===== src/sv/floyd_steinberg_dither_1bit_top_macros.svh =====
// Assertion macros used by the dither input stage.
`ifndef FLOYD_STEINBERG_DITHER_1BIT_TOP_MACROS_SVH
`define FLOYD_STEINBERG_DITHER_1BIT_TOP_MACROS_SVH

// Condition must hold at every clock edge outside reset.
`define FSD_ASSERT_ALWAYS(label, clk, rstn, cond, msg) \
    label: assert property (@(posedge clk) disable iff (!(rstn)) (cond)) \
        else $error(msg);

// Consequent must hold in the cycle after the antecedent.
`define FSD_ASSERT_NEXT(label, clk, rstn, ante, cons, msg) \
    label: assert property (@(posedge clk) disable iff (!(rstn)) (ante) |=> (cons)) \
        else $error(msg);

`endif


===== src/sv/fsd_pkg.sv =====
// Shared types, constants and helpers for the 1-bit error-diffusion dither.
`default_nettype none

package fsd_pkg;

    localparam int MAX_WIDTH = 4096;
    localparam int COL_W     = $clog2(MAX_WIDTH);
    localparam int ROW_W     = 16;
    localparam int ERR_W     = 10;
    localparam int CFG_IDX_W = 8;
    localparam int CFG_DAT_W = 16;
    localparam int IMG_W_W   = 13;

    localparam logic [CFG_IDX_W-1:0] REG_IMAGE_WIDTH  = 8'd0;
    localparam logic [CFG_IDX_W-1:0] REG_IMAGE_HEIGHT = 8'd1;

    localparam logic [IMG_W_W-1:0] RESET_WIDTH  = 13'd640;
    localparam logic [ROW_W-1:0]   RESET_HEIGHT = 16'd480;

    localparam logic signed [11:0] PIX_MIN   = 12'sd0;
    localparam logic signed [11:0] PIX_MAX   = 12'sd255;
    localparam logic signed [8:0]  WHITE_VAL = 9'sd255;
    localparam logic signed [10:0] WT_RIGHT  = 11'sd7;
    localparam logic signed [10:0] WT_DOWN_L = 11'sd3;
    localparam logic signed [10:0] WT_DOWN   = 11'sd5;

    typedef logic [COL_W-1:0]        col_t;
    typedef logic [ROW_W-1:0]        row_t;
    typedef logic signed [ERR_W-1:0] err_t;

    // frame geometry plus a restart pulse on a width or height register write
    typedef struct packed {
        logic restart;
        col_t last_col;
        row_t last_row;
    } fsd_geom_t;

    // pixel held in the input stage, with its line-buffer term
    typedef struct packed {
        logic [7:0] gray;
        logic [7:0] alpha;
        col_t       col;
        logic       first_row;
        logic       last_col;
        logic       last_row;
        err_t       below;
    } fsd_item_t;

    // line-buffer updates produced by one processed pixel
    typedef struct packed {
        logic main_en;
        col_t main_addr;
        err_t main_data;
        logic tail_en;
        col_t tail_addr;
        err_t tail_data;
    } fsd_wb_t;

    // divide by 16, truncating toward zero
    function automatic err_t div16_tz(input logic signed [10:0] v);
        logic signed [11:0] biased;
        logic signed [11:0] shifted;
        biased  = 12'(v) + (v[10] ? 12'sd15 : 12'sd0);
        shifted = biased >>> 4;
        return shifted[ERR_W-1:0];
    endfunction

endpackage

`default_nettype wire


===== src/sv/fsd_diffuse.sv =====
// Processing stage: threshold, error split and result register.
`default_nettype none

module fsd_diffuse (
    input  wire logic                 aclk,
    input  wire logic                 aresetn,
    input  wire fsd_pkg::fsd_geom_t   geom,
    input  wire logic                 item_valid,
    output logic                      item_ready,
    input  wire fsd_pkg::fsd_item_t   item,
    output fsd_pkg::fsd_wb_t          wb,
    output logic                      out_valid,
    input  wire logic                 out_ready,
    output logic                      out_white,
    output logic [7:0]                out_alpha,
    output logic                      out_last
);

    fsd_pkg::err_t right_carry_reg,   right_carry_next;
    fsd_pkg::err_t below_pending_reg, below_pending_next;
    fsd_pkg::err_t below_diag_reg,    below_diag_next;
    logic          out_valid_reg,     out_valid_next;
    logic          white_reg;
    logic [7:0]    alpha_reg;
    logic          last_reg;

    logic               fire;
    fsd_pkg::err_t      below_used;
    logic signed [10:0] acc;
    logic signed [11:0] corr_raw;
    logic [7:0]         corr;
    logic               white;
    logic signed [8:0]  err;
    logic signed [10:0] err_x;
    fsd_pkg::err_t      e7, e5, e3, e1;

    assign item_ready = !out_valid_reg || out_ready;
    assign fire       = item_valid && item_ready;

    always_comb begin
        below_used = item.first_row ? '0 : $signed(item.below);
        acc        = 11'(right_carry_reg) + 11'(below_used);
        corr_raw   = $signed({4'b0000, item.gray}) + 12'(acc);
        priority if (corr_raw < fsd_pkg::PIX_MIN) begin
            corr = '0;
        end else if (corr_raw > fsd_pkg::PIX_MAX) begin
            corr = 8'hFF;
        end else begin
            corr = corr_raw[7:0];
        end
        white = corr[7];
        err   = white ? $signed({1'b0, corr}) - fsd_pkg::WHITE_VAL : $signed({1'b0, corr});
        err_x = 11'(err);
        e7    = fsd_pkg::div16_tz(err_x * fsd_pkg::WT_RIGHT);
        e5    = fsd_pkg::div16_tz(err_x * fsd_pkg::WT_DOWN);
        e3    = fsd_pkg::div16_tz(err_x * fsd_pkg::WT_DOWN_L);
        e1    = fsd_pkg::div16_tz(err_x);
    end

    // lower-left term completes the entry one column back; at row end the
    // lower term goes to this column as well
    always_comb begin
        wb.main_en   = fire && !item.last_row && (item.col != '0);
        wb.main_addr = item.col - 1'b1;
        wb.main_data = below_pending_reg + e3;
        wb.tail_en   = fire && !item.last_row && item.last_col;
        wb.tail_addr = item.col;
        wb.tail_data = below_diag_reg + e5;
    end

    always_comb begin
        right_carry_next   = right_carry_reg;
        below_pending_next = below_pending_reg;
        below_diag_next    = below_diag_reg;
        if (geom.restart) begin
            right_carry_next   = '0;
            below_pending_next = '0;
            below_diag_next    = '0;
        end else if (fire) begin
            if (item.last_col) begin
                right_carry_next   = '0;
                below_pending_next = '0;
                below_diag_next    = '0;
            end else begin
                right_carry_next = e7;
                if (!item.last_row) begin
                    below_pending_next = below_diag_reg + e5;
                    below_diag_next    = e1;
                end
            end
        end
    end

    always_comb begin
        out_valid_next = out_valid_reg;
        if (fire) begin
            out_valid_next = 1'b1;
        end else if (out_ready) begin
            out_valid_next = 1'b0;
        end
    end

    always_ff @(posedge aclk) begin
        if (!aresetn) begin
            right_carry_reg   <= '0;
            below_pending_reg <= '0;
            below_diag_reg    <= '0;
            out_valid_reg     <= 1'b0;
        end else begin
            right_carry_reg   <= right_carry_next;
            below_pending_reg <= below_pending_next;
            below_diag_reg    <= below_diag_next;
            out_valid_reg     <= out_valid_next;
        end
    end

    always_ff @(posedge aclk) begin
        if (fire) begin
            white_reg <= white;
            alpha_reg <= item.alpha;
            last_reg  <= item.last_col && item.last_row;
        end
    end

    assign out_valid = out_valid_reg;
    assign out_white = white_reg;
    assign out_alpha = alpha_reg;
    assign out_last  = last_reg;

endmodule

`default_nettype wire


===== config.mk =====
export PLATFORM = sky130hd
export DESIGN_NAME = fsd_diffuse
export DESIGN_NICKNAME = d
export VERILOG_FILES = /design/src/sv/floyd_steinberg_dither_1bit_top_macros.svh /design/src/sv/fsd_pkg.sv /design/src/sv/fsd_diffuse.sv
export SDC_FILE = /design/constraint.sdc
export NUM_CORES = 1
export LEC_CHECK = 0
export BUFFER_PORTS_ARGS = -buffer_cell sky130_fd_sc_hd__buf_4
export CELL_PAD_IN_SITES_DETAIL_PLACEMENT = 0
export CELL_PAD_IN_SITES_GLOBAL_PLACEMENT = 1
export CORE_ASPECT_RATIO = 0.7
export CORE_MARGIN = 5
export CORE_UTILIZATION = 40
export CTS_CLUSTER_SIZE = 30
export DETAILED_ROUTE_END_ITERATION = 12
export GPL_ROUTABILITY_DRIVEN = 0
export PLACE_DENSITY_LB_ADDON = 0.1
export SLEW_MARGIN = 20
export SYNTH_ARGS = -nofsm -noshare
export SYNTH_HDL_FRONTEND = slang
export SYNTH_SLANG_ARGS = --single-unit

===== constraint.sdc =====
create_clock -name aclk -period 13.4 [get_ports aclk]
set_clock_uncertainty 0.05 [all_clocks]
set_input_delay 1.34 -clock aclk [delete_from_list [all_inputs] [get_ports aclk]]
set_output_delay 1.34 -clock aclk [all_outputs]
set_load 0.01 [all_outputs]

# After elaboration in Yosys (flattened, before gate mapping)
# Cells that the tools add are included.
# classes
n_bitwise,1
magnitude_cmp,2
n_eq_ne,1
add_sub_neg,10
reduce_logical,12
n_mul,3
muxes,15
# ops
cell,count
$mux W10,6
$add A11 B5 Y12,3
$mul A9 B4 Y11 const B,2
$add A10 B8 Y10,2
$mux W4,4
$mux W8,2
$add A9 B11 Y12,1
$gt A12 B9 Y1 const B,1
$lt A12 B1 Y1 const B,1
$reduce_bool A12 Y1,1
$sub A12 B1 Y12 const B,1
$add A10 B10 Y11,1
$mul A9 B3 Y11 const B,1
$add A9 B5 Y10,1
$mux W9,1
$sub A8 B8 Y9 const B,1
$logic_and A1 B1 Y1,5
$logic_not A1 Y1,2
$mux W1,2
$ne A2 B1 Y1 const B,1
$reduce_and A2 Y1,1
$reduce_bool A2 Y1,1
$reduce_or A2 Y1,1
$logic_or A1 B1 Y1,1
$not A1 Y1,1
# word_totals
in_bits,74
output_inout_bits,58
ff_bits,41

# Depth between registers and ports, before layout
# Gate-level depths: netlist of run 1.
# logic_depth
depth_word,14
ltp_mapped,51

# Worst setup path after synthesis of run 1
# Ideal clock, no wire load.
# synth_timing
path_type,input to output
start,input item[12] (netlist name)
end,output wb[32] (netlist name)
setup_slack_ns,2.001
arrival_ns,10.009
cell_stages,46
t_required_ns,12.010
path_cell_list,nand2b_1 -> fa_1 -> inv_1 -> ha_1 -> fa_1 -> a211oi_2 -> nor2_1 -> o311ai_1 -> a2111oi_2 -> or2_2 -> or2_1 -> clkbuf_1 -> nor2_1 -> nor2_1 -> ha_1 -> clkbuf_1 -> o21a_1 -> o21bai_1 -> [10 not listed] -> ha_1 -> a21o_1 -> a21oi_1 -> nor2_1 -> a41oi_2 -> xnor2_1 -> ha_1 -> a21o_1 -> a21oi_1 -> o21bai_1 -> a21oi_1 -> nor2b_1 -> o21a_1 -> o21ai_0 -> nand2b_1 -> a21oi_1 -> xor2_1 -> xnor2_1
# synth_lines
element,line,text
start: declaration,fsd_diffuse.sv:10,"input wire fsd_pkg::fsd_item_t item,"
end: declaration,fsd_diffuse.sv:11,"output fsd_pkg::fsd_wb_t wb,"

==> impl_metrics.yaml, run 1 <==
outcome:
  status: "completed"
timing:
  slew_headroom_pct: 47.2
  hold_violations: 0
  tightest_slew_ns: 0.786
  fin_hold_ws_ns: 0.406
  fmax_mhz: 80.7
  rsz0062_at_grt: "false"
  period_share_pct: 92.5
  setup_viol: 0
  tns_ns: 0
  slew_viol_final: 0
  period_needed_ns: 12.40
final_layout:
  drive_gt1_share_pct: 18.9
  largest_reg_flops: 10
  area_growth_pct: 20.1
  final_nets: 897
  final_common_cell: "buf_4"
  final_cell_mix: "buf_4 (109), ha_1 (78), inv_1 (66)"
  antenna_cells: 0
  finalInstanceArea_sq_mm: 0.00625
detailed_routing:
  wl_per_cell_microns: 15.3
  drc: 0
  vias: 4656
  vias_per_cell: 5.24
  wl_microns: 13600
  dr.pass1.iters: 4
  drtAntennaViolNets: 0
  drt_iter0_drc: 250
synthesis:
  synth_area_per_cell_sq_um: 8.21
  ys_async_sr_fraction_pct: 0
  yosys_warnings: 0
  syn_area_sq_mm: 0.00520
  ys.flop_type: "dfxtp_1"
  synthTopCellsByArea: "ha_1 (19%), dfxtp_1 (9.6%), xnor2_1 (8.9%)"
  synth_edf_count: 10
  synth_area_leader_cell: "ha_1"
  synth_cell_types: 64
  synth_top_area_share_pct: 18.8
  yosysSeqAreaShare_pct: 15.4
  synthesis.nets: 805
  ys_ff_latch: 35
  syn_inst: 633
worst_setup_path:
  slowest_stage: "fa_1"
  worst_setup_path_start_kind: "input pin"
  cp_num_buf_inv: 7
  critical_path.most_common_cell: "a21oi_1"
  worstPathRequired_ns: 12.01
  cp_num_cells: 51
  cp_top_family: "compound AO/OA/AOI/OAI gates"
  cpPeakStageDelay_ns: 0.48
  crit_fanout: 10
  crit_arrival_ns: 11.01
  reg2reg_depth: 40
  critPathCaptureType: "output port"
  criticalPathCategory: "in -> out"
global_route:
  grt-ovfl-total: 0
  grt_usage_pct: 17.4
  grt_pass1_vias: 4483
  grt_max_degree: 18
  grt_pass1_wl_microns: 22600
  antenna_found_initial: 0
cts:
  cts_hold_buf: 0
  insertion_delay_ns: 0.28
  tritoncts: "done"
  cts_buffers: 5
  path_clk_slew_ns: 0.05
  cts_root_buffer: "clkbuf_16"
  cts_sinks: 35
  htreeDepth: 2
  clock_path_buffers: 2
worst_hold_path:
  hold_path_class: "reg -> reg"
  hold_path_depth: 2
placement:
  io_buffer_count: 103
  hpwlAfterDp_microns: 11600
  placed_area_sq_mm: 0.00606
flow_run:
  drv_cap: 0
floorplanning:
  die_h_microns: 105
  rows: 34
  die_area_sq_mm: 0.0154
  ios: 132
  start_util_pct: 41.3
  core_area_sq_mm: 0.0126
  die_w_microns: 146
-- kinds of logic (layout without fill, tap and decap cells) --
kind of cell	after synthesis	in the layout	synth area share, %
AO/OA/AOI/OAI	138	138	17.8
AND/OR/NAND/NOR	192	192	19.3
flip-flops	35	35	15.4
XOR/XNOR	77	77	13.0
adder cells (fa/ha/maj)	98	98	26.5
buffers and inverters	92	185	7.94
multiplexers	1	1	0.193
-- cell usage after synthesis (2+ instances only) --
cell and instances:
a21o_1 16, clkbuf_1 8, nand3b_1 3, nor2b_1 12, or2_2 4, nand3_1 13, o211ai_1 4, o311a_1 2
xor2_1 24, xnor2_1 53, ha_1 78, inv_1 66, o21a_1 7, buf_6 3, o21ai_1 3, dfxtp_1 25
nor4b_1 2, a21oi_1 38, a31oi_1 3, buf_4 12, o31ai_1 3, inv_2 2, fa_1 20, a211oi_1 2
nor3_1 14, nand2_1 44, nor3b_1 2, o21bai_1 14, or3_1 4, and3_1 8, nand2b_1 13, or2_1 2
edfxtp_1 10, o21ai_0 22, nor4_1 3, and2_1 5, a22oi_1 10, nor2_1 43, or3b_2 2, or4_1 5
nand4_1 6
-- routing by layer --
metal | vias up | wire [microns] | track usage [%]
met3 | 10 | 835 | 2.92
met1 | 2166 | 7110 | 26.0
met4 | 0 | 97 | 2.82
met2 | 108 | 5520 | 26.8
met5 | - | 0 | 0
li1 | 2372 | - | -
-- metrics by stage --
step	setup WS, ns	instances	utilization, %
finish	1.00	888	49.6
global route	0.0500	888	49.6
CTS	0.775	888	49.5
detailed placement	0.815	880	48.1
global placement	1.10	880	48.1
floorplan	2.00	633	-
-- worst min-delay path, cell delays in order (launching register included) --
cell,delay [ns]
dfxtp_1,0.31
nand2_1,0.05
o21ai_1,0.05
-- cell type report --
type	count	area, sq um
Fill cell	1245	6350
Sequential cell	35	801
Multi-Input combinational cell	506	4000
Clock inverter	3	43.8
Tap cell	162	203
Clock buffer	5	125
Timing Repair Buffer	109	818
Inverter	68	255
-- path summary, 6_finish.rpt --
path                                    startpoint  slack [ns]                  to
worst max-delay path                      item[12]        1.00              wb[32]
worst min-delay path             below_diag_reg[2]        0.41   below_diag_reg[2]
worst max register to register  right_carry_reg[1]        4.06  right_carry_reg[0]
worst min register to register   below_diag_reg[2]        0.41   below_diag_reg[2]
-- timing repair --
action | 4_1_cts | 5_1_grt
setup buffers | 0 | 0
endpoints found under the setup margin | 0 | 1
endpoints found under the hold margin | 0 | 0
gates resized for setup | 0 | 2
Power of run 1 is not shown: default switching activity piles up to over one toggle a cycle in this logic, so the estimate is an artifact.
==> inputs of run 2 (changes only) <==
--- a/config.mk
+++ b/config.mk
@@ -8,13 +8,14 @@
 export BUFFER_PORTS_ARGS = -buffer_cell sky130_fd_sc_hd__buf_4
 export CELL_PAD_IN_SITES_DETAIL_PLACEMENT = 0
 export CELL_PAD_IN_SITES_GLOBAL_PLACEMENT = 1
-export CORE_ASPECT_RATIO = 0.7
+export CORE_ASPECT_RATIO = 0.5
 export CORE_MARGIN = 5
 export CORE_UTILIZATION = 40
 export CTS_CLUSTER_SIZE = 30
 export DETAILED_ROUTE_END_ITERATION = 12
 export GPL_ROUTABILITY_DRIVEN = 0
 export PLACE_DENSITY_LB_ADDON = 0.1
+export RECOVER_POWER = 100
 export SLEW_MARGIN = 20
 export SYNTH_ARGS = -nofsm -noshare
 export SYNTH_HDL_FRONTEND = slang
==> impl_metrics.yaml, run 2 (synthesized netlist as in run 1, its figures left out) <==
worst_setup_path:
  r2r_slack_ns: 3.69
  worstPathRequired_ns: 12.01
  crit_fanout: 10
  r2r-end: "right_carry_reg[8]"
  reg2reg_from: "right_carry_reg[1]"
  slowest_stage: "a31oi_1"
  critPathCaptureType: "output port"
  criticalPathCategory: "in -> out"
  crit_arrival_ns: 11.01
  reg2reg_depth: 37
  worst_setup_path_start_kind: "input pin"
  cpPeakStageDelay_ns: 0.49
cts:
  cts_root_buffer: "clkbuf_16"
  cts_sinks: 35
  clock_path_buffers: 2
  post_cts_buffers: 0
  cts_buffers: 5
  path_clk_slew_ns: 0.05
  insertion_delay_ns: 0.28
  tritoncts: "done"
  cts_resized: 0
  htreeDepth: 2
  cts_hold_buf: 0
timing:
  tns_ns: 0
  fmax_mhz: 80.7
  slew_viol_final: 0
  slew_headroom_pct: 41.9
  setup_viol: 0
  rsz0062_at_grt: "false"
  hold_violations: 0
  tightest_slew_ns: 0.864
  period_share_pct: 92.5
  period_needed_ns: 12.40
worst_hold_path:
  worstHoldStart: "below_diag_reg[2]"
  hold_path_class: "reg -> reg"
  whs_endpoint: "below_diag_reg[2]"
  hold_path_depth: 2
detailed_routing:
  drc: 0
  wl_microns: 12900
  drt_iter0_drc: 203
  wl_per_cell_microns: 14.4
  drtAntennaViolNets: 0
  dr.pass1.iters: 4
  vias: 4524
  vias_per_cell: 5.04
floorplanning:
  die_w_microns: 171
  core_area_sq_mm: 0.0127
  start_util_pct: 40.9
  die_area_sq_mm: 0.0155
  rows: 29
  die_h_microns: 90.6
  ios: 132
placement:
  hpwlAfterDp_microns: 11300
  io_buffer_count: 103
global_route:
  grt_pass1_wl_microns: 21700
  antenna_found_initial: 0
  grt-ovfl-total: 0
  grt_pass1_vias: 4509
  grt_max_degree: 18
  grt_usage_pct: 16.9
final_layout:
  largest_reg_flops: 10
  final_nets: 898
  final_cell_mix: "ha_1 (78), inv_1 (67), clkbuf_1 (58)"
  antenna_cells: 0
  drive_gt1_share_pct: 10.2
  area_growth_pct: 15.8
  final_common_cell: "ha_1"
outcome:
  status: "completed"
flow_run:
  drv_cap: 0
-- run 2: cell type report --
cell class,count,area [sq um]
Sequential cell,35,801
Fill cell,1331,6680
Clock inverter,3,38.8
Multi-Input combinational cell,506,3980
Clock buffer,5,125
Timing Repair Buffer,110,608
Inverter,68,255
Tap cell,170,213
-- run 2: stage by stage --
step	area, sq um	utilization (%)	setup slack (ns)	hold WS, ns	instances
2_1_floorplan	5200	-	2.00	0.375	633
3_3_place_gp	6080	47.9	1.13	0.394	889
3_5_place_dp	6080	47.9	1.01	0.399	889
4_1_cts	6240	49.2	0.978	0.406	897
5_1_grt	6020	47.4	0.0826	0.450	897
6_report	6020	47.4	1.00	0.402	897
-- run 2: worst max path at each step --
stage / endpoint / slack [ns] / from / cells after the start
floorplan: wb[32] / 2.00 / item[12] / 46
global placement: wb[32] / 1.13 / item[12] / 46
detailed placement: wb[32] / 1.01 / item[12] / 46
CTS: wb[32] / 0.98 / item[12] / 46
global route: wb[32] / 0.08 / item[12] / 46
finish: wb[32] / 1.00 / item[12] / 46
-- run 2: worst max-delay path, delay by kind of cell --
kind / cells / cell delay, ns
AO/OA/AOI/OAI: 19 / 3.98
XOR/XNOR: 4 / 0.80
AND/OR/NAND/NOR: 11 / 1.53
buffers and inverters: 4 / 0.53
adder cells (fa/ha/maj): 8 / 2.80
-- run 2: per-layer routing --
metal	wire length, microns	track usage, %
met1	6630	24.4
met2	5650	27.0
met3	612	3.45
met4	44	1.78
met5	0	0
Power of run 2 is left out for the same reason.
