$ cat src/sv/floyd_steinberg_dither_1bit_top_macros.svh
// Assertion macros used by the dither input stage.
`ifndef FLOYD_STEINBERG_DITHER_1BIT_TOP_MACROS_SVH
`define FLOYD_STEINBERG_DITHER_1BIT_TOP_MACROS_SVH

// Condition must hold at every clock edge outside reset.
`define FSD_ASSERT_ALWAYS(label, clk, rstn, cond, msg) \
    label: assert property (@(posedge clk) disable iff (!(rstn)) (cond)) \
        else $error(msg);

// Consequent must hold in the cycle after the antecedent.
`define FSD_ASSERT_NEXT(label, clk, rstn, ante, cons, msg) \
    label: assert property (@(posedge clk) disable iff (!(rstn)) (ante) |=> (cons)) \
        else $error(msg);

`endif

$ cat src/sv/fsd_pkg.sv
// Shared types, constants and helpers for the 1-bit error-diffusion dither.
`default_nettype none

package fsd_pkg;

    localparam int MAX_WIDTH = 4096;
    localparam int COL_W     = $clog2(MAX_WIDTH);
    localparam int ROW_W     = 16;
    localparam int ERR_W     = 10;
    localparam int CFG_IDX_W = 8;
    localparam int CFG_DAT_W = 16;
    localparam int IMG_W_W   = 13;

    localparam logic [CFG_IDX_W-1:0] REG_IMAGE_WIDTH  = 8'd0;
    localparam logic [CFG_IDX_W-1:0] REG_IMAGE_HEIGHT = 8'd1;

    localparam logic [IMG_W_W-1:0] RESET_WIDTH  = 13'd640;
    localparam logic [ROW_W-1:0]   RESET_HEIGHT = 16'd480;

    localparam logic signed [11:0] PIX_MIN   = 12'sd0;
    localparam logic signed [11:0] PIX_MAX   = 12'sd255;
    localparam logic signed [8:0]  WHITE_VAL = 9'sd255;
    localparam logic signed [10:0] WT_RIGHT  = 11'sd7;
    localparam logic signed [10:0] WT_DOWN_L = 11'sd3;
    localparam logic signed [10:0] WT_DOWN   = 11'sd5;

    typedef logic [COL_W-1:0]        col_t;
    typedef logic [ROW_W-1:0]        row_t;
    typedef logic signed [ERR_W-1:0] err_t;

    // frame geometry plus a restart pulse on a width or height register write
    typedef struct packed {
        logic restart;
        col_t last_col;
        row_t last_row;
    } fsd_geom_t;

    // pixel held in the input stage, with its line-buffer term
    typedef struct packed {
        logic [7:0] gray;
        logic [7:0] alpha;
        col_t       col;
        logic       first_row;
        logic       last_col;
        logic       last_row;
        err_t       below;
    } fsd_item_t;

    // line-buffer updates produced by one processed pixel
    typedef struct packed {
        logic main_en;
        col_t main_addr;
        err_t main_data;
        logic tail_en;
        col_t tail_addr;
        err_t tail_data;
    } fsd_wb_t;

    // divide by 16, truncating toward zero
    function automatic err_t div16_tz(input logic signed [10:0] v);
        logic signed [11:0] biased;
        logic signed [11:0] shifted;
        biased  = 12'(v) + (v[10] ? 12'sd15 : 12'sd0);
        shifted = biased >>> 4;
        return shifted[ERR_W-1:0];
    endfunction

endpackage

`default_nettype wire

$ cat src/sv/fsd_cfg.sv
// Geometry registers: image width and height, clamped to legal ranges.
`default_nettype none

module fsd_cfg (
    input  wire logic                            aclk,
    input  wire logic                            aresetn,
    input  wire logic                            cfg_valid,
    output logic                                 cfg_ready,
    input  wire logic [fsd_pkg::CFG_IDX_W-1:0]   cfg_index,
    input  wire logic [fsd_pkg::CFG_DAT_W-1:0]   cfg_wdata,
    output fsd_pkg::fsd_geom_t                   geom
);

    fsd_pkg::col_t last_col_reg, last_col_next;
    fsd_pkg::row_t last_row_reg, last_row_next;
    logic          restart_next;
    logic [fsd_pkg::IMG_W_W-1:0] w_in;
    logic [fsd_pkg::ROW_W-1:0]   h_in;
    logic                        wr;

    assign cfg_ready = 1'b1;
    assign wr        = cfg_valid && cfg_ready;
    assign w_in      = cfg_wdata[fsd_pkg::IMG_W_W-1:0];
    assign h_in      = cfg_wdata[fsd_pkg::ROW_W-1:0];

    always_comb begin
        last_col_next = last_col_reg;
        last_row_next = last_row_reg;
        restart_next  = 1'b0;
        if (wr) begin
            unique case (cfg_index)
                fsd_pkg::REG_IMAGE_WIDTH: begin
                    restart_next = 1'b1;
                    if (w_in == '0) begin
                        last_col_next = '0;
                    end else if (32'(w_in) > fsd_pkg::MAX_WIDTH) begin
                        last_col_next = fsd_pkg::COL_W'(fsd_pkg::MAX_WIDTH - 1);
                    end else begin
                        last_col_next = fsd_pkg::COL_W'(w_in - 1'b1);
                    end
                end
                fsd_pkg::REG_IMAGE_HEIGHT: begin
                    restart_next  = 1'b1;
                    last_row_next = (h_in == '0) ? '0 : h_in - 1'b1;
                end
                default: begin
                    restart_next = 1'b0;
                end
            endcase
        end
    end

    always_ff @(posedge aclk) begin
        if (!aresetn) begin
            last_col_reg <= fsd_pkg::COL_W'(fsd_pkg::RESET_WIDTH - 1'b1);
            last_row_reg <= fsd_pkg::RESET_HEIGHT - 1'b1;
        end else begin
            last_col_reg <= last_col_next;
            last_row_reg <= last_row_next;
        end
    end

    // restart goes out combinationally so the frame state clears on the write edge
    assign geom.restart  = restart_next;
    assign geom.last_col = last_col_reg;
    assign geom.last_row = last_row_reg;

endmodule

`default_nettype wire

$ cat config.mk
export PLATFORM = sky130hd
export DESIGN_NAME = fsd_cfg
export DESIGN_NICKNAME = d
export VERILOG_FILES = /design/src/sv/floyd_steinberg_dither_1bit_top_macros.svh /design/src/sv/fsd_pkg.sv /design/src/sv/fsd_cfg.sv
export SDC_FILE = /design/constraint.sdc
export NUM_CORES = 1
export LEC_CHECK = 0
export BUFFER_PORTS_ARGS = -buffer_cell sky130_fd_sc_hd__buf_2
export CORE_UTILIZATION = 40
export DETAILED_ROUTE_END_ITERATION = 8
export PLACE_DENSITY_LB_ADDON = 0.15
export SLEW_MARGIN = 5
export SYNTH_ARGS = -nofsm -noshare
export SYNTH_HDL_FRONTEND = slang
export SYNTH_SLANG_ARGS = --single-unit
export TNS_END_PERCENT = 20
$ cat constraint.sdc
create_clock -name aclk -period 2.75 [get_ports aclk]
set_input_delay 0.55 -clock aclk [delete_from_list [all_inputs] [get_ports aclk]]
set_output_delay 0.55 -clock aclk [all_outputs]
set_load 0.05 [all_outputs]
---- Word level (Yosys, flattened, before mapping) ----
Index checks and enable logic that the tools add are counted.
storage, ports and cells
  register bits after elaboration ......... 28
  bits in latches ......................... 0
  bits in writable memories ............... 0
  memory bits (read-only) ................. 0
  input port bits ......................... 27
  output and inout port bits .............. 30
  logic and storage cells ................. 17
  memories ................................ 0
cells by class
  $add $sub $neg .......................... 2
  $mul .................................... 0
  divide/modulo/power cells ............... 0
  $lt $le $gt $ge ......................... 1
  equality and inequality tests ........... 1
  shift-type cells ........................ 0
  multiplexer cells ....................... 5
  bitwise logic cells ..................... 0
  reductions and logical operators ........ 6
operator list
  kind                                                                    count
  12-bit two-way mux                                                      2
  16-bit logical NOT                                                      1
  16-bit two-way mux                                                      1
  16-bit by 1-bit subtractor with 16-bit output (second input constant)   1
  13-bit greater-than comparator (second input constant)                  1
  13-bit logical NOT                                                      1
  12-bit by 1-bit subtractor with 12-bit output (second input constant)   1
  8-bit by 1-bit equality test with 1-bit output (second input constant)  1
  8-bit logical NOT                                                       1
  2-bit AND reduction                                                     2
  1-bit two-way mux                                                       2
  2-bit OR reduction                                                      1

---- Longest topological paths before layout ----
Gate-level depths: netlist of the first run.
  depth in word-level cells ............... 4
  depth in mapped cells ................... 7
  gate-level depth less buffers ........... 7

---- Worst setup path before layout of the first run ----
Ideal clock, no wire load.
  path kind ............................... input -> register
  start ................................... input cfg_wdata[5] in the netlist's numbering
  end ..................................... register last_col_reg[9]
  setup time .............................. 0.127 ns
  arrival ................................. 1.955 ns
  required time ........................... 2.623 ns
  setup slack ............................. 0.667 ns
  cell stages on the path ................. 6
  path buffers ............................ 1
  cells stage by stage .................... or4_4 -> nor3b_2 -> a21boi_0 -> buf_2 -> a221oi_1 -> o21ai_1
on the way
  longest elaborated chain between the ends .. 3
  elaborated cells between the ends (all ways) .. 5
  those cells by class .................... 1 x add/sub; 1 x order compare; 2 x mux; 1 x reduce/logical
RTL lines
  item                                                                                                    line                          RTL
  start: declaration                                                                                      fsd_cfg.sv:10                 input wire logic [fsd_pkg::CFG_DAT_W-1:0] cfg_wdata,
  12-bit by 1-bit subtractor with 12-bit output / 13-bit greater-than comparator (equally long branches)  fsd_cfg.sv:39, fsd_cfg.sv:36
  12-bit two-way mux                                                                                      fsd_cfg.sv:36                 end else if (32'(w_in) > fsd_pkg::MAX_WIDTH) begin
  12-bit two-way mux (*)                                                                                  fsd_cfg.sv:34                 if (w_in == '0) begin
  end signal: assignment                                                                                  fsd_cfg.sv:55                 last_col_reg <= fsd_pkg::COL_W'(fsd_pkg::RESET_WIDTH - 1'b1);
  end signal: assignment                                                                                  fsd_cfg.sv:58                 last_col_reg <= last_col_next;
  end: declaration                                                                                        fsd_cfg.sv:14                 fsd_pkg::col_t last_col_reg, last_col_next;
Mark *: on every way between the ends. The rest lies on a longest branch, timed or not.
A chain may end at the register's enable or synchronous reset.

==> results.json, run 1 <==
{
  "ant_nets": 0,
  "r2r-end": "last_col_reg[9]$_SDFFE_PN1P_",
  "globalRouteTotalUtil_pct": 20.6,
  "dp_hpwl_mm": 2.87,
  "cts_made_buffers": 3,
  "grt_pass1_wl_mm": 5.74,
  "vias": 1425,
  "syn_to_final_growth_pct": 24.1,
  "r2r-start": "last_col_reg[9]$_SDFFE_PN1P_",
  "io_pins": 57,
  "clk_pin_slew_ns": 0.14,
  "dr.pass1.iters": 4,
  "dp_slack_ns": 0.344,
  "powerDensity_nw_per_um2": 392,
  "synth_nets": 204,
  "rows": 21,
  "hp-class": "reg -> reg",
  "final-hold-violation-count": 0,
  "period_needed_ns": 2.17,
  "worstRegToRegCells": 2,
  "timing.final.crit_share_pct": 78.7,
  "synth.distinct_cells": 39,
  "io_buffers": 55,
  "via_per_inst": 5.24,
  "clockRootBuffer": "clkbuf_4",
  "crit_top_cell": "buf_2",
  "grt_max_degree": 22,
  "synthArstFlopShare_pct": 0,
  "fin_ws_ns": 0.585,
  "postCtsHoldBufs": 0,
  "tightest_slew_ns": 0.633,
  "path_max_fanout": 4,
  "drv_slew": 0,
  "rsz0062_at_grt": "no",
  "cts-resized-gates": 0,
  "max_clock_freq_ghz": 0.462,
  "clk_latency_ns": 0.32,
  "path_cells": "buf_2 -> nor4b_1 -> nand2_1 -> inv_1 -> buf_2",
  "crit_slowest_cell": "nor4b_1",
  "drt_wl_total_mm": 3.61,
  "synth_top_area_cell": "dfxtp_1",
  "fin_cells": 272,
  "wl_per_cell_um": 13.3,
  "die-area_um2": 3790,
  "grt.overflow.total": 0,
  "tns_ns": 0,
  "p_leak_uw": 0.000733,
  "routabilityCongestion": 0.801,
  "antenna_found_initial": 0,
  "arrival_ns": 1.62,
  "relSlewSlack_pct": 57.8,
  "yosys_warnings": 0,
  "grt_pass1_vias": 1230,
  "status": "finished, final reports clean",
  "drc": 0,
  "synth_edf_count": 0,
  "largest_reg_flops": 16,
  "syn_area_um2": 1420,
  "synth_seq_cells": 28,
  "hold_depth": 2,
  "drive_gt1_share_pct": 29.2,
  "skew_ns": 0,
  "endpoint_kind": "output port",
  "hold_end": "last_col_reg[0]$_SDFFE_PN1P_",
  "postLayoutCoreUtil_pct": 52.4,
  "drt-initial-drc-count": 58,
  "syn_area_per_cell_um2": 8.11,
  "finalSetupViolations": 0,
  "synth-main-ff-cell": "dfxtp_1",
  "ff2ff_setup_slack_ns": 1.95,
  "synth_top_cell_area_share_pct": 39.5,
  "cts_max_level": 1,
  "seq_area_frac_synth_pct": 39.5,
  "cts_sinks": 28,
  "die_w_um": 61.6,
  "core_area_um2": 3360,
  "cp_slowest_stage_delay_ns": 0.55,
  "synthCells": 175,
  "synth_area_leaders": "dfxtp_1 (39%), o21ai_0 (8.5%), nand3_1 (7.0%)",
  "maxCapViolations": 0,
  "antenna_cells": 0,
  "path_class": "in -> out",
  "critPathLaunch": "cfg_index[4]",
  "nets": 256,
  "dieHeight_um": 61.6,
  "min_from": "last_col_reg[0]$_SDFFE_PN1P_",
  "post_cts_buffers": 0,
  "worst-endpoint-required_ns": 2.20,
  "cts_tree": "built",
  "dp.cells": 268,
  "start_kind": "primary input",
  "cts.path.max_buffers": 2,
  "vdd_drop_max_uv": 154,
  "initial_core_util_pct": 42.2
}
==> worst max-delay path, delay by kind of cell <==
kind	cells	cell delay, ns
buffers and inverters	3	0.42
and+or+nand+nor	2	0.65
==> where the power goes <==
group / total (uW) / switching, uW / leakage (uW) / internal (uW)
combinational: 83.4 / 52.7 / 0.000486 / 30.8
clock: 200 / 119 / 0.0000210 / 81.0
sequential: 407 / 0.398 / 0.000226 / 407
==> synth_stat cells (2+ instances only) <==
cell type / instances
o21ai_0: 24
buf_4: 2
nand2_1: 17
nor2b_1: 2
inv_1: 6
a221o_1: 3
dfxtp_1: 28
and3_1: 2
and2_1: 2
nand2b_1: 2
ha_1: 2
a21oi_1: 7
nand3_1: 20
nor4_1: 6
clkbuf_1: 8
nor3_1: 2
nor2_1: 8
nor3b_1: 2
or3_1: 2
xnor2_1: 6
xor2_1: 6
==> stage by stage <==
step,hold WS (ns),cell area [um2],power [uW]
floorplan,0.662,1420,459
global placement,0.446,1730,496
detailed placement,0.457,1730,499
CTS,0.483,1760,694
global route,0.484,1760,726
finish,0.479,1760,690
==> cells by family after synthesis <==
family | count (synthesis) | synth area share [%]
simple gates | 74 | 29.2
compound gates | 41 | 16.8
other cells | 1 | 0.264
flops | 28 | 39.5
xor+xnor | 12 | 7.40
buf+inv | 17 | 5.11
fa+ha+maj | 2 | 1.76
==> worst max-delay path by stage <==
stage                                               to  slack, ns
final                                         geom[28]       0.58
after global routing      last_col_reg[3]$_SDFFE_PN1P_       0.40
after detailed placement  last_col_reg[1]$_SDFFE_PN1P_       0.34
after CTS                                     geom[28]       0.61
after floorplan           last_col_reg[9]$_SDFFE_PN1P_       0.67
after global placement    last_col_reg[1]$_SDFFE_PN1P_       0.39
==> layer usage <==
layer  vias to the layer above  GRT usage (%)  part of all wire [%]  wire [um]
met5                         -              0                     0          0
met4                         0           6.67                  0.72         26
met3                         2           3.36                   4.4        160
li1                        722              -                     -          -
met2                        43           31.0                    46       1670
met1                       658           29.8                    49       1760
==> cell type report <==
type	instances	area (um2)
Timing Repair Buffer	58	298
Inverter	6	22.5
Multi-Input combinational cell	130	787
Clock buffer	4	36.3
Fill cell	357	1600
Tap cell	46	57.6
Sequential cell	28	561
==> layout by cell type (no fill, tap or decap), types with 6 or more instances in the layout <==
master / netlist / routed
nor4_1: 6 / 6
nand2_1: 17 / 17
a21oi_1: 7 / 7
inv_1: 6 / 6
buf_2: 1 / 55
nor2_1: 8 / 8
dfxtp_1: 28 / 28
nand3_1: 20 / 20
o21ai_0: 24 / 24
xor2_1: 6 / 6
xnor2_1: 6 / 6
Note: power is estimated with default switching activity, not from simulation.
==> run 2: changes to the inputs <==
Clock period 2.75 ns to 2.3 ns, I/O delays scaled along.
==> results.json, run 2 (synthesis results as in run 1) <==
{
  "status": "finished, final reports clean",
  "relSlewSlack_pct": 61.5,
  "dp_hpwl_mm": 3.03,
  "drc": 0,
  "cts_made_buffers": 3,
  "rsz0062_at_grt": "no",
  "path_delay_family": "simple AND/OR/NAND/NOR gates",
  "final_cell_mix": "buf_2 (55), dfxtp_1 (28), o21ai_0 (24)",
  "syn_to_final_growth_pct": 26.2,
  "seq_power_share_pct": 58.8,
  "drt_wl_total_mm": 3.79,
  "io_buffers": 55,
  "power.switching_uw": 206,
  "maxUsedRoutingLayer": "met4",
  "initial_core_util_pct": 42.2,
  "fill_cells": 356,
  "start_kind": "primary input",
  "grt.overflow.total": 0,
  "wl_per_cell_um": 13.7,
  "dieHeight_um": 61.6,
  "cts-resized-gates": 0,
  "netSwitchingFraction_pct": 24.9,
  "hp-class": "in -> reg",
  "cts_sinks": 28,
  "grt_max_degree": 21,
  "globalRouteTotalUtil_pct": 21.3,
  "clockPowerShare_pct": 28.6,
  "drive_gt1_share_pct": 30.4,
  "cts_tree": "built",
  "io_pins": 57,
  "path_max_fanout": 4,
  "clockRootBuffer": "clkbuf_4",
  "routabilityCongestion": 0.914,
  "post_cts_buffers": 0,
  "final-seq-area_um2": 561,
  "endpoint_kind": "output port",
  "crit_slowest_cell": "nor4_1",
  "crit_top_cell": "buf_2",
  "vdd_drop_max_uv": 204,
  "path_class": "in -> out",
  "wl_met1_mm": 1.87,
  "powerDensity_nw_per_um2": 462,
  "p_int_uw": 621,
  "period_needed_ns": 1.99,
  "rows": 21,
  "grt_pass1_wl_mm": 5.95,
  "clk_pin_slew_ns": 0.15,
  "p_leak_uw": 0.000754,
  "timing.final.crit_share_pct": 86.6,
  "tns_ns": 0,
  "multiInputGateArea_um2": 787,
  "drt-initial-drc-count": 65,
  "ant_nets": 0,
  "pwr-share-comb_pct": 12.6,
  "grt_pass1_vias": 1260,
  "core_area_um2": 3360,
  "finalSetupViolations": 0,
  "dp.cells": 272,
  "dr.pass1.iters": 4,
  "worst-endpoint-required_ns": 1.84,
  "die_w_um": 61.6,
  "antenna_cells": 0,
  "vias": 1444,
  "die-area_um2": 3790,
  "maxCapViolations": 0,
  "via_per_inst": 5.23,
  "path_cells": "buf_2 -> nor4_1 -> nand2_1 -> inv_1 -> buf_2",
  "arrival_ns": 1.53,
  "cts_max_level": 1,
  "max_clock_freq_ghz": 0.502,
  "cts.path.max_buffers": 2,
  "drv_slew": 0,
  "tightest_slew_ns": 0.573,
  "antenna_found_initial": 0,
  "wl_met3_um": 140,
  "cp_slowest_stage_delay_ns": 0.53,
  "wl_met2_mm": 1.77,
  "fin_cells": 276,
  "final-hold-violation-count": 0,
  "largest_reg_flops": 16,
  "final_common_cell": "buf_2",
  "nets": 260,
  "clk_latency_ns": 0.32,
  "path_buf_inv": 3,
  "postCtsHoldBufs": 0,
  "skew_ns": 0
}
## run 2: per-layer routing
layer  vias to the layer above  global-route usage, %
li1                        730                      -
met1                       666                   29.7
met2                        46                   34.9
met3                         2                   2.10
met4                         0                   6.35
met5                         -                      0
## run 2: worst paths after layout
| kind | slack, ns | depth (start not counted) | startpoint | end |
|---|---|---|---|---|
| hold / removal | 0.41 | 2 | cfg_wdata[0] | last_row_reg[0]$_SDFFE_PN1P_ |
| setup / recovery | 0.31 | 5 | cfg_index[1] | geom[28] |
| setup reg to reg | 1.50 | 2 | last_col_reg[9]$_SDFFE_PN1P_ | last_col_reg[9]$_SDFFE_PN1P_ |
| hold reg to reg | 0.48 | 2 | last_row_reg[4]$_SDFFE_PN1P_ | last_row_reg[4]$_SDFFE_PN1P_ |
## run 2: cell type report
class,instances,share of cell area (%)
Timing Repair Buffer,62,18.3
Tap cell,46,3.21
Multi-Input combinational cell,130,43.9
Sequential cell,28,31.3
Clock buffer,4,2.03
Inverter,6,1.26
## run 2: power by group through the flow
stage	combinational (uW)	clock, uW	sequential [uW]
floorplan	48.5	0	500
global placement	99.5	0	497
detailed placement	103	0	497
CTS	103	241	487
global route	114	260	487
finish	104	237	487
## run 2: metrics by stage
step           hold slack [ns]  worst slack (ns)  power [uW]  util, %  cell area, um2
2_1_floorplan            0.572             0.307         549        -            1420
3_3_place_gp             0.447             0.152         597     52.2            1760
3_5_place_dp             0.457             0.118         600     52.2            1760
4_1_cts                  0.399             0.317         831     53.3            1790
5_1_grt                  0.398             0.135         861     53.3            1790
6_report                 0.407             0.308         828     53.3            1790
==> run 3: changes to the inputs <==
Settings changed: BUFFER_PORTS_ARGS -buffer_cell sky130_fd_sc_hd__buf_2 to unset, DONT_BUFFER_PORTS set to 1, GPL_TIMING_DRIVEN set to 0.
==> results.json, run 3 (synthesis results as in run 1) <==
{
  "status": "finished, final reports clean",
  "drt-initial-drc-count": 33,
  "routabilityCongestion": 0.813,
  "p_leak_uw": 0.000540,
  "crit_top_cell": "a21oi_1",
  "antenna_found_initial": 0,
  "cts_made_buffers": 3,
  "drt_wl_total_mm": 3.54,
  "path_class": "in -> reg",
  "endpoint_kind": "flop",
  "rows": 21,
  "clk_pin_slew_ns": 0.15,
  "cts_max_level": 1,
  "drv_slew": 0,
  "cts_tree": "built",
  "relSlewSlack_pct": 63.7,
  "grt_max_degree": 17,
  "drc": 0,
  "rsz0062_at_grt": "no",
  "initial_core_util_pct": 42.2,
  "die_w_um": 61.6,
  "io_pins": 57,
  "clk_latency_ns": 0.33,
  "path_buf_inv": 1,
  "grt_pass1_wl_mm": 5.29,
  "total_power_uw": 873,
  "final_common_cell": "dfxtp_1",
  "tns_ns": 0,
  "ant_nets": 0,
  "dieHeight_um": 61.6,
  "syn_to_final_growth_pct": 8.19,
  "clockRootBuffer": "clkbuf_4",
  "io_buffers": 0,
  "finalSetupViolations": 0,
  "final-hold-violation-count": 0,
  "powerDensity_nw_per_um2": 568,
  "via_per_inst": 5.59,
  "max_clock_freq_ghz": 0.538,
  "final_cell_mix": "dfxtp_1 (28), o21ai_0 (24), nand3_1 (20)",
  "drive_gt1_share_pct": 6.70,
  "start_kind": "primary input",
  "crit_slowest_cell": "nor4_1",
  "worst-endpoint-required_ns": 2.56,
  "wl_per_cell_um": 15.7,
  "grt.overflow.total": 0,
  "timing.final.crit_share_pct": 80.8,
  "maxCapViolations": 0,
  "cts.path.max_buffers": 2,
  "grt_pass1_vias": 1147,
  "vias": 1258,
  "postLayoutCoreUtil_pct": 45.7,
  "postCtsHoldBufs": 0,
  "hp-class": "in -> reg",
  "core_area_um2": 3360,
  "vdd_drop_max_uv": 214,
  "fill_cells": 354,
  "dp_hpwl_mm": 2.81,
  "largest_reg_flops": 16,
  "tightest_slew_ns": 0.544,
  "antenna_cells": 0,
  "dr.pass1.iters": 4,
  "nets": 209,
  "path_max_fanout": 10,
  "path_delay_family": "simple AND/OR/NAND/NOR gates",
  "die-area_um2": 3790,
  "cts_sinks": 28,
  "period_needed_ns": 1.86,
  "arrival_ns": 2.12,
  "cp_slowest_stage_delay_ns": 0.48,
  "globalRouteTotalUtil_pct": 19.3,
  "post_cts_buffers": 0,
  "skew_ns": 0,
  "path_cells": "nor4_1 -> nand3b_1 -> a21oi_1 -> clkbuf_1 -> o21ai_0 -> a21oi_1"
}
-- run 3: cell types whose count changed in the layout (fill, tap and decap cells not counted) --
cell / previous run / this run
buf_4: 7 / 2
buf_2: 55 / 1
bufinv_16: 0 / 1
clkbuf_1: 0 / 8
nor4b_2: 0 / 1
clkbuf_8: 1 / 0
nor4b_1: 1 / 0
-- run 3: metal layers --
layer | up-vias | global-route usage (%) | routed length [um]
li1 | 629 | - | -
met1 | 577 | 26.4 | 1670
met2 | 48 | 29.2 | 1570
met3 | 4 | 4.41 | 269
met4 | 0 | 7.62 | 27
met5 | - | 0 | 0
-- run 3: final cells by class --
class | count | area [um2] | share of cell area [%]
buffer | 11 | 50.0 | 3.26
clock buffer | 3 | 22.5 | 1.47
clock inverter | 1 | 30.0 | 1.95
inverter | 6 | 22.5 | 1.47
multi-input combinational | 130 | 793 | 51.6
sequential | 28 | 561 | 36.5
tap | 46 | 57.6 | 3.75
-- run 3: final timing paths --
path	end	start	slack [ns]	cells after the start
hold / removal	last_row_reg[0]$_SDFFE_PN1P_	cfg_wdata[0]	0.22	1
setup / recovery	last_col_reg[10]$_SDFFE_PN0P_	cfg_index[1]	0.44	6
setup reg to reg	last_col_reg[10]$_SDFFE_PN0P_	last_col_reg[10]$_SDFFE_PN0P_	1.13	3
hold reg to reg	last_col_reg[7]$_SDFFE_PN0P_	last_col_reg[7]$_SDFFE_PN0P_	0.73	2
-- run 3: per-stage QoR --
stage / worst slack [ns] / std cells / hold slack, ns / area [um2]
after floorplan: 0.307 / 175 / 0.572 / 1420
after global placement: 0.0736 / 221 / 0.577 / 1480
after detailed placement: -0.0255 / 221 / 0.584 / 1480
after CTS: 0.314 / 225 / 0.212 / 1530
after global routing: 0.112 / 225 / 0.196 / 1540
final: 0.443 / 225 / 0.221 / 1540
-- run 3: what timing repair did --
item                                    4_1_cts  5_1_grt
resized for setup                             0        1
endpoints found under the hold margin         0        0
endpoints found under the setup margin        0        1
-- run 3: where the power goes --
part / switching, uW / internal, uW / total, uW
clock: 143 / 176 / 319
combinational: 39.9 / 23.6 / 63.5
sequential: 4.01 / 486 / 490
-- run 3: worst register-to-register path, cell delays in order, from the launching register on --
cell,delay (ns)
dfxtp_1,0.67
and2_1,0.22
o21ai_0,0.08
a21oi_1,0.15
